===== config.mk =====
export PLATFORM = sky130hd
export DESIGN_NAME = lsb_stego_extract_unit
export DESIGN_NICKNAME = d
export VERILOG_FILES = /design/src/rtl/lse_pkg.sv /design/src/rtl/lsb_stego_extract_unit.sv /design/src/rtl/lse_bit_merge.sv /design/src/rtl/lse_ctrl.sv
export SDC_FILE = /design/constraint.sdc
export NUM_CORES = 1
export LEC_CHECK = 0
export ABC_AREA = 1
export BUFFER_PORTS_ARGS = -buffer_cell sky130_fd_sc_hd__buf_4
export CORE_AREA = 2 2 121 123
export DETAILED_ROUTE_END_ITERATION = 10
export DIE_AREA = 0 0 123 125
export PLACE_DENSITY_LB_ADDON = 0.15
export SYNTH_ARGS = -nofsm -noshare
export SYNTH_HDL_FRONTEND = slang
export SYNTH_SLANG_ARGS = --single-unit

===== constraint.sdc =====
create_clock -name clk_i -period 6.4 [get_ports clk_i]
set_input_delay 0.64 -clock clk_i [delete_from_list [all_inputs] [get_ports clk_i]]
set_output_delay 0.64 -clock clk_i [all_outputs]
set_load 0.05 [all_outputs]

===== src/rtl/lse_pkg.sv =====
// Package for the LSB extraction unit: field widths, result kinds, phase codes
// and the result record passed from the control logic to the top level.
// No dependencies.
`default_nettype none

package lse_pkg;

  localparam int unsigned HdrWordBits = 32;
  localparam int unsigned CntW        = $clog2(HdrWordBits + 1);
  localparam int unsigned ByteBits    = 8;
  localparam int unsigned HdrFields   = 5 + 1;

  localparam logic [2:0] LastHdrIdx        = 3'(HdrFields - 1);
  localparam logic [3:0] MaxBitsPerCarrier = 4'(ByteBits);

  typedef logic [CntW-1:0] cnt_t;

  typedef enum logic [2:0] {
    KindInfo    = 3'd0,
    KindHeight  = 3'd1,
    KindWidth   = 3'd2,
    KindBpp     = 3'd3,
    KindStored  = 3'd4,
    KindPayLen  = 3'd5,
    KindPayload = 3'd6,
    KindError   = 3'd7
  } kind_e;

  typedef enum logic [4:0] {
    PhIdle    = 5'b00001,
    PhCount   = 5'b00010,
    PhHeader  = 5'b00100,
    PhPayload = 5'b01000,
    PhDone    = 5'b10000
  } phase_e;

  typedef struct packed {
    kind_e       kind;
    logic [31:0] value;
    logic        last;
  } res_t;

endpackage

`default_nettype wire


===== src/rtl/lsb_stego_extract_unit.sv =====
// Top level of the LSB extraction unit: input register, extraction control
// and result register. Depends on lse_pkg and lse_ctrl.
//
//   channel | valid       | stall       | payload
//   --------+-------------+-------------+------------------------------
//   in      | in_valid_i  | in_stall_o  | start_req_i, carrier_byte_i
//   out     | out_valid_o | out_stall_i | kind_o, value_o, last_o
//
// One item per cycle while the input is not stalled; a result passes through the
// input register, then the result register.
// Reset clears the register valids and the extraction phase (waits for start).
// A stalled result holds the result register and the input register; the
// input stalls only while both are full.
`default_nettype none

module lsb_stego_extract_unit import lse_pkg::*; (
  input  logic        clk_i,
  input  logic        rst_ni,
  input  logic        in_valid_i,
  output logic        in_stall_o,
  input  logic        start_req_i,
  input  logic [7:0]  carrier_byte_i,
  output logic        out_valid_o,
  input  logic        out_stall_i,
  output logic [2:0]  kind_o,
  output logic [31:0] value_o,
  output logic        last_o
);

  logic       s1_valid_q;
  logic       s1_start_q;
  logic [7:0] s1_byte_q;
  logic       out_valid_q;
  res_t       res_q;
  logic       adv;
  logic       fire;
  logic       res_valid;
  res_t       res;

  assign adv        = !out_valid_q || !out_stall_i;
  assign fire       = s1_valid_q && adv;
  assign in_stall_o = s1_valid_q && !adv;

  always_ff @(posedge clk_i or negedge rst_ni) begin
    if (!rst_ni) begin
      s1_valid_q <= 1'b0;
    end else if (!in_stall_o) begin
      s1_valid_q <= in_valid_i;
    end
  end

  always_ff @(posedge clk_i) begin
    if (!in_stall_o && in_valid_i) begin
      s1_start_q <= start_req_i;
      s1_byte_q  <= carrier_byte_i;
    end
  end

  lse_ctrl u_ctrl (
    .clk_i       (clk_i),
    .rst_ni      (rst_ni),
    .fire_i      (fire),
    .start_i     (s1_start_q),
    .byte_i      (s1_byte_q),
    .res_valid_o (res_valid),
    .res_o       (res)
  );

  always_ff @(posedge clk_i or negedge rst_ni) begin
    if (!rst_ni) begin
      out_valid_q <= 1'b0;
    end else if (adv) begin
      out_valid_q <= fire && res_valid;
    end
  end

  always_ff @(posedge clk_i) begin
    if (adv && fire && res_valid) begin
      res_q <= res;
    end
  end

  assign out_valid_o = out_valid_q;
  assign kind_o      = res_q.kind;
  assign value_o     = res_q.value;
  assign last_o      = res_q.last;

  a_stall_only_when_full: assert property (@(posedge clk_i) disable iff (!rst_ni)
    in_stall_o |-> (out_valid_o && out_stall_i))
    else $error("input stalled while result register can advance");

  a_error_is_last: assert property (@(posedge clk_i) disable iff (!rst_ni)
    (out_valid_o && (kind_o == KindError)) |-> (last_o && (value_o == 32'd0)))
    else $error("error result not last or nonzero");

  a_payload_narrow: assert property (@(posedge clk_i) disable iff (!rst_ni)
    (out_valid_o && (kind_o == KindPayload)) |-> (value_o[31:8] == 24'd0))
    else $error("payload byte wider than 8 bits");

  a_no_result_without_item: assert property (@(posedge clk_i) disable iff (!rst_ni)
    (!out_valid_o && !s1_valid_q) |=> !out_valid_o)
    else $error("result appeared without an item");

endmodule

`default_nettype wire


===== src/rtl/lse_bit_merge.sv =====
// Merges the low bits of one carrier byte into the field accumulator and
// carries leftover bits into the next field. Depends on lse_pkg.
`default_nettype none

module lse_bit_merge import lse_pkg::*; (
  input  logic [3:0]  k_i,
  input  logic [7:0]  byte_i,
  input  logic [31:0] acc_i,
  input  cnt_t        cnt_i,
  input  logic        wide_i,
  output logic        done_o,
  output logic [31:0] merged_o,
  output logic [31:0] acc_next_o,
  output cnt_t        cnt_next_o
);

  cnt_t       width;
  cnt_t       rem;
  logic [3:0] take;
  logic [3:0] left;
  logic [7:0] take_mask;
  logic [7:0] left_mask;
  logic [7:0] left_bits;

  always_comb begin
    width      = wide_i ? CntW'(HdrWordBits) : CntW'(ByteBits);
    rem        = width - cnt_i;
    done_o     = CntW'(k_i) >= rem;
    take       = done_o ? rem[3:0] : k_i;
    left       = k_i - take;
    take_mask  = 8'((9'd1 << take) - 9'd1);
    left_mask  = 8'((9'd1 << left) - 9'd1);
    left_bits  = (byte_i >> take) & left_mask;
    merged_o   = acc_i | (32'(byte_i & take_mask) << cnt_i);
    acc_next_o = done_o ? 32'(left_bits) : merged_o;
    cnt_next_o = done_o ? CntW'(left) : cnt_i + CntW'(k_i);
  end

endmodule

`default_nettype wire


===== src/rtl/lse_ctrl.sv =====
// Extraction state: phase, bit count, accumulator, header index and payload
// counter; builds at most one result per item. Depends on lse_pkg and lse_bit_merge.
`default_nettype none

module lse_ctrl import lse_pkg::*; (
  input  logic       clk_i,
  input  logic       rst_ni,
  input  logic       fire_i,
  input  logic       start_i,
  input  logic [7:0] byte_i,
  output logic       res_valid_o,
  output res_t       res_o
);

  phase_e      phase_q, phase_d;
  logic [3:0]  k_q, k_d;
  logic [31:0] acc_q, acc_d;
  cnt_t        cnt_q, cnt_d;
  logic [2:0]  hidx_q, hidx_d;
  logic [31:0] left_q, left_d;

  logic [3:0]  k_full;
  logic        wide;
  logic        done;
  logic [31:0] merged;
  logic [31:0] acc_next;
  cnt_t        cnt_next;

  assign wide   = (phase_q == PhHeader) && (hidx_q != 3'd0);
  assign k_full = {byte_i[1:0], k_q[1:0]};

  lse_bit_merge u_merge (
    .k_i        (k_q),
    .byte_i     (byte_i),
    .acc_i      (acc_q),
    .cnt_i      (cnt_q),
    .wide_i     (wide),
    .done_o     (done),
    .merged_o   (merged),
    .acc_next_o (acc_next),
    .cnt_next_o (cnt_next)
  );

  always_comb begin
    phase_d     = phase_q;
    k_d         = k_q;
    acc_d       = acc_q;
    cnt_d       = cnt_q;
    hidx_d      = hidx_q;
    left_d      = left_q;
    res_valid_o = 1'b0;
    res_o       = '{kind: KindError, value: 32'd0, last: 1'b0};
    if (start_i) begin
      phase_d = PhCount;
      k_d     = {2'b00, byte_i[1:0]};
      acc_d   = 32'd0;
      cnt_d   = '0;
      hidx_d  = 3'd0;
      left_d  = 32'd0;
    end else begin
      unique case (phase_q)
        PhCount: begin
          k_d    = k_full;
          acc_d  = 32'd0;
          cnt_d  = '0;
          hidx_d = 3'd0;
          if ((k_full == 4'd0) || (k_full > MaxBitsPerCarrier)) begin
            phase_d     = PhDone;
            res_valid_o = 1'b1;
            res_o.last  = 1'b1;
          end else begin
            phase_d = PhHeader;
          end
        end
        PhHeader: begin
          acc_d = acc_next;
          cnt_d = cnt_next;
          if (done) begin
            res_valid_o = 1'b1;
            res_o.kind  = kind_e'(hidx_q);
            res_o.value = merged;
            hidx_d      = hidx_q + 3'd1;
            if (hidx_q == LastHdrIdx) begin
              left_d = merged;
              if (merged == 32'd0) begin
                res_o.last = 1'b1;
                phase_d    = PhDone;
              end else begin
                phase_d = PhPayload;
              end
            end
          end
        end
        PhPayload: begin
          acc_d = acc_next;
          cnt_d = cnt_next;
          if (done) begin
            res_valid_o = 1'b1;
            res_o.kind  = KindPayload;
            res_o.value = {24'd0, merged[7:0]};
            left_d      = left_q - 32'd1;
            if (left_q == 32'd1) begin
              res_o.last = 1'b1;
              phase_d    = PhDone;
            end
          end
        end
        default: begin
        end
      endcase
    end
  end

  always_ff @(posedge clk_i or negedge rst_ni) begin
    if (!rst_ni) begin
      phase_q <= PhIdle;
      k_q     <= 4'd0;
      acc_q   <= 32'd0;
      cnt_q   <= '0;
      hidx_q  <= 3'd0;
      left_q  <= 32'd0;
    end else if (fire_i) begin
      phase_q <= phase_d;
      k_q     <= k_d;
      acc_q   <= acc_d;
      cnt_q   <= cnt_d;
      hidx_q  <= hidx_d;
      left_q  <= left_d;
    end
  end

endmodule

`default_nettype wire


## Word level (Yosys, flattened, before mapping)

Cells that the tools add are included.

- Flip-flop bits (word level): 129
- Output and inout port bits: 38
- Word-level logic and storage cells: 104

- Add/sub/neg operators: 7
- Order comparisons: 2
- Equal/unequal tests: 9
- Shift-type cells: 4
- Mux-type cells: 37
- Bitwise operators: 3
- Reduce and logical (&&, ||, !) cells: 28

Operators by type and width:

| operator | number |
|---|---|
| 2-to-1 mux 32 bit | 6 |
| case mux 32 bit (2 select lines) | 2 |
| case mux 35 bit (2 select lines) | 1 |
| 2-to-1 mux 36 bit | 1 |
| 2-to-1 mux 5 bit | 7 |
| 2-to-1 mux 34 bit | 1 |
| equality test 32 x 1 -> 1 bit, second input constant | 1 |
| zero test 32 bit | 1 |
| OR 32 bit | 1 |
| left shift 8 x 6 -> 32 bit | 1 |
| subtractor 32 x 1 -> 32 bit, second input constant | 1 |
| 2-to-1 mux 6 bit | 3 |
| bitwise AND 8 bit | 2 |
| left shift 1 x 4 -> 8 bit, first input constant | 2 |
| subtractor 8 x 1 -> 8 bit, second input constant | 2 |
| case mux 5 bit (3 select lines) | 1 |
| 2-to-1 mux 4 bit | 3 |
| case mux 6 bit (2 select lines) | 1 |
| nonzero test 3 bit | 4 |
| inequality test 3 x 2 -> 1 bit, second input constant | 3 |
| right shift 8 x 4 -> 8 bit | 1 |
| logical AND 1 bit | 7 |
| adder 6 x 4 -> 6 bit | 1 |
| greater-or-equal comparator 4 x 6 -> 1 bit | 1 |
| other kinds (24) | 36 |

## Logic depth before layout (Yosys ltp)

- Depth after elaboration: 17
- Gate-level depth with buffers: 38
- Depth with buffers taken out: 38

## By module

From an unflattened synthesis, not the netlist that was laid out.

- Cells, all modules: 1347
- Area total of the unflattened synthesis: 9349.0 µm²

Modules (own cells, without submodules):

| module | instances | cells each | area an instance (µm²) |
|---|---|---|---|
| lse_ctrl | 1 | 816 | 5447.7 |
| lse_bit_merge | 1 | 471 | 2448.6 |
| lsb_stego_extract_unit | 1 | 60 | 1452.6 |

## Worst setup path after synthesis

OpenSTA, ideal clock, no wires.

- Path kind: register -> register
- From: register u_ctrl.cnt_q[3]
- To: register u_ctrl.acc_q[6]
- Library setup time: 0.130 ns
- Arrival time: 4.922 ns
- Data required time: 6.270 ns
- Path slack: 1.348 ns
- Cell stages (with the launch flop): 33
- Path buffers: 4
- Path through: dfrtp_1 > clkbuf_1 > inv_1 > clkbuf_1 > ha_1 > xor2_1 > ha_1 > a21oi_1 > o21ai_0 > nor2_1 > nor2_8 > nand3_4 > buf_6 > nand2_4 > nand2_4 > clkbuf_1 > ha_1 > inv_1 > ha_1 > inv_1 > nand2_1 > or2_1 > nand2_1 > inv_2 > nor2_1 > nand3_1 > ha_1 > a21boi_1 > nand2_1 > xor2_1 > nor3_1 > o22ai_1 > o21ai_1

- Cells in the longest elaborated chain, start to end: 11
- Elaborated cells on any way between the ends: 16
- Those cells by class: 4 x add/sub; 1 x order compare; 4 x shift; 4 x mux; 3 x bitwise

RTL lines:

| item | RTL line | RTL |
|---|---|---|
| start, declared | lse_ctrl.sv:18 | `cnt_t cnt_q, cnt_d;` |
| start signal, assigned | lse_ctrl.sv:126 | `cnt_q <= cnt_d;` |
| subtractor 6 bit | lse_bit_merge.sv:27 | `rem = width - cnt_i;` |
| greater-or-equal comparator 4 x 6 -> 1 bit | lse_bit_merge.sv:28 | `done_o = CntW'(k_i) >= rem;` |
| 2-to-1 mux 4 bit | lse_bit_merge.sv:29 | `take = done_o ? rem[3:0] : k_i;` |
| left shift 1 x 4 -> 8 bit | lse_bit_merge.sv:31 | `take_mask = 8'((9'd1 << take) - 9'd1);` |
| subtractor 8 x 1 -> 8 bit | lse_bit_merge.sv:31 |  |
| bitwise AND 8 bit | lse_bit_merge.sv:34 | `merged_o = acc_i \| (32'(byte_i & take_mask) << cnt_i);` |
| left shift 8 x 6 -> 32 bit | lse_bit_merge.sv:34 |  |
| OR 32 bit | lse_bit_merge.sv:34 |  |
| 2-to-1 mux 32 bit * | lse_bit_merge.sv:35 | `acc_next_o = done_o ? 32'(left_bits) : merged_o;` |
| case mux 32 bit (2 select lines) * | lse_ctrl.sv:61 | `unique case (phase_q)` |
| 2-to-1 mux 32 bit * | lse_ctrl.sv:53 | `if (start_i) begin` |
| end signal, assigned | lse_ctrl.sv:118 | `acc_q <= 32'd0;` |
| end signal, assigned | lse_ctrl.sv:125 | `acc_q <= acc_d;` |
| end, declared | lse_ctrl.sv:17 | `logic [31:0] acc_q, acc_d;` |

Mark *: on every way between the ends. The rest lies on a longest branch, timed or not.
A chain may end at the register's enable or synchronous reset.

## Worst setup path after layout

- From: register u_ctrl.cnt_q[0]
- To: register u_ctrl.acc_q[4]

Same word-level chain as after synthesis.

==> results by group <==
Status
  – Status: complete, no violations

Drt
  – Avg WL per Cell: 18.42 µm
  – Via Count: between 8000 and 9000
  – 1st-pass router iterations: 5
  – Final wirelength: 24960 µm
  – Via/cell ratio: 5.928
  – Post-DRT Antenna Nets: 0
  – Initial DRC count: 1022
  – DRC violations left: 0

Worst setup path
  – Crit path top cell by count: nand2_1
  – Critical Path Max Stage Delay: 0.64 ns
  – Reg2Reg Depth: 30
  – CP Max Fanout: 17
  – R2R Setup Slk: slightly below 0.8 ns
  – Worst setup path category: reg2reg
  – Critical Path RT: about 6.8 ns
  – Critical Path Source Type: flip-flop
  – Crit end category: flip-flop
  – R2R Path Start: u_ctrl.cnt_q[0]$_DFFE_PN0P_
  – FF-to-FF End: u_ctrl.acc_q[4]$_DFFE_PN0P_
  – Data arrival time of the worst path: 5.97 ns
  – Slowest-stage cell, CP: dfrtp_1

Timing
  – Slew Limit Fails: 0
  – Period utilization: 87.94%
  – Fin. Hold Viols: 0
  – Slew margin rel.: 16.84%
  – Worst slew pin tran: 1.246 ns
  – Final setup skew: 0.01344 ns
  – Tmin final: roughly 5.6 ns
  – Fmax: roughly 180 MHz
  – RSZ-0062 raised after global routing: false
  – Final setup violation count: 0
  – Setup TNS: 0 ns

Placed design
  – RD Place Congestion: 1.008
  – Detailed Place HPWL: between 15000 and 20000 µm
  – Port buffer count: 50

Global routing
  – Pin count of the biggest net entering global routing: 67
  – GRT Total Usage: 34.20%
  – Vias in the first global route: 7434
  – Initial antenna violation count: 0
  – Grt total ovfl: 0
  – First-pass GRT wire length: 40210 µm

Floorplanning
  – CORE AREA: 14200 µm²
  – Std-Cell Rows: 44
  – Die Footprint: approximately 15000 µm²
  – Initial Util: 58.34%
  – Die width: 123 µm
  – Io pins: a little over 50
  – Chip height: 125 µm

Yosys
  – Synth warnings: 0
  – Cells after Synth: between 1000 and 1500
  – Sequential share of the synthesized area: 41.69%
  – Syn Nets: 1150
  – Yosys cell types: 47
  – Yosys reg bits: approximately 130
  – Synth Cell Area: 8287 µm²
  – Syn Area/Cell: between 7 and 8 µm²

Finish
  – Commonest cells after routing, fill and taps aside: 251 x nand2_1, 152 x inv_1, 133 x nor2_1
  – Area grow syn2layout: 13.63%
  – Diode count: 0
  – Leading cell type in the layout, fill and taps excluded: nand2_1
  – # nets final: around 1200
  – Layout cell share with drive strength beyond 1: 11.61%

CTS
  – # Post-CTS Setup Buffers: 0
  – Maximum buffer depth of the clock tree: 2
  – H-Tree Depth: 4
  – Root buffer cell: clkbuf_16
  – Hold Buf Count CTS: 0
  – Post-CTS Resized: 0
  – # clock sinks: 129
  – TritonCTS clock tree: yes
  – Clock slew at reported path FFs: 0.07 ns
  – Worst skew pair latency: 0.44 ns
  – TritonCTS buffer count: 17

Min path
  – Hold WC Path Type: in2async

Job
  – Max cap viols: 0
==> cells in the mapped netlist, drive strengths merged <==
cell type,number,area share (%)
nor2,142,7.1
or2,2,0.15
xor2,23,2.4
o32ai,3,0.32
a22oi,29,2.6
inv,162,7.4
buf,8,0.59
edfxtp,45,16
o22ai,11,0.83
o211ai,4,0.36
dfstp,1,0.32
or3,1,0.076
clkinv,2,0.091
a21oi,61,3.7
dfrtp,83,25
o221ai,2,0.21
xnor2,3,0.32
o31ai,3,0.27
a21boi,1,0.091
o21ai,42,2.6
nor4,8,0.60
mux2i,1,0.12
nor3,11,0.66
ha,20,3.0
a31oi,15,1.1
o2111ai,1,0.11
nand3,117,7.6
fa,1,0.24
nand2,265,13
nand4,22,1.7
clkbuf,27,1.2
==> sequential cells by signal, indices dropped and copies added, names as in the netlist <==
signal / cells
out_valid_o: 1
value_o: 32
u_ctrl.k_q: 4
u_ctrl.acc_q: 32
last_o: 1
kind_o: 3
s1_valid_q: 1
u_ctrl.left_q: 32
s1_start_q: 1
u_ctrl.phase_q: 5
u_ctrl.hidx_q: 3
s1_byte_q: 8
u_ctrl.cnt_q: 6
==> critical path: cells and delay by family (launching register included) <==
kind | cells | cell delay [ns]
fa+ha+maj | 4 | 1.07
flops | 1 | 0.64
compound gates | 4 | 0.46
buf+inv | 6 | 0.70
simple gates | 15 | 2.42
xor+xnor | 1 | 0.21
==> logic make-up (layout without fill, tap and decap cells) <==
family,Yosys count,in the layout,share of synthesized area [%]
DFF,129,129,41.69
xor gates and xnor gates,26,26,2.748
AOI/OAI and AO/OA,172,172,12.31
and+or+nand+nor,568,568,30.61
adders and majority gates,21,21,3.261
muxes,1,1,0.1208
buffers and inverters,199,254,9.271
==> stage by stage <==
stage	cell area, µm²	hold WS, ns	utilization, %	instances	setup slack (ns)
global route	9417	0.1115	66.30	1355	0.4007
finish	9417	0.1034	66.30	1355	0.7719
detailed placement	8818	0.4623	62.09	1323	0.9261
floorplan	8287	0.3444	-	1116	1.348
CTS	9417	0.1009	66.30	1355	0.9105
global placement	8818	0.4551	62.09	1323	0.8913
==> worst max path at each step <==
stage,depth (start not counted),from,endpoint
after CTS,32,u_ctrl.hidx_q[0]$_DFFE_PN0P_,u_ctrl.acc_q[4]$_DFFE_PN0P_
final,30,u_ctrl.cnt_q[0]$_DFFE_PN0P_,u_ctrl.acc_q[4]$_DFFE_PN0P_
after global placement,32,u_ctrl.hidx_q[0]$_DFFE_PN0P_,u_ctrl.acc_q[4]$_DFFE_PN0P_
after detailed placement,32,u_ctrl.hidx_q[0]$_DFFE_PN0P_,u_ctrl.acc_q[4]$_DFFE_PN0P_
after floorplan,32,u_ctrl.cnt_q[3]$_DFFE_PN0P_,u_ctrl.acc_q[6]$_DFFE_PN0P_
after global routing,30,u_ctrl.cnt_q[0]$_DFFE_PN0P_,u_ctrl.acc_q[4]$_DFFE_PN0P_
==> layout make-up <==
class | count | area, µm²
flip-flops and latches | 129 | 3455
fillers | 1218 | 4787
repair buffers | 58 | 435.4
well taps | 184 | 230.2
multi-input cells | 788 | 4080
clock inverters | 15 | 172.7
clock buffers | 17 | 425.4
inverters | 164 | 618.1
==> metal layers <==
metal	GRT usage (%)	wire, µm
met2	51.38	11310
met3	5.474	1940
met1	50.73	11080
met5	0	0
met4	10.90	629
Power is not shown: default switching activity piles up to over one toggle a cycle in this logic, so the estimate is an artifact.
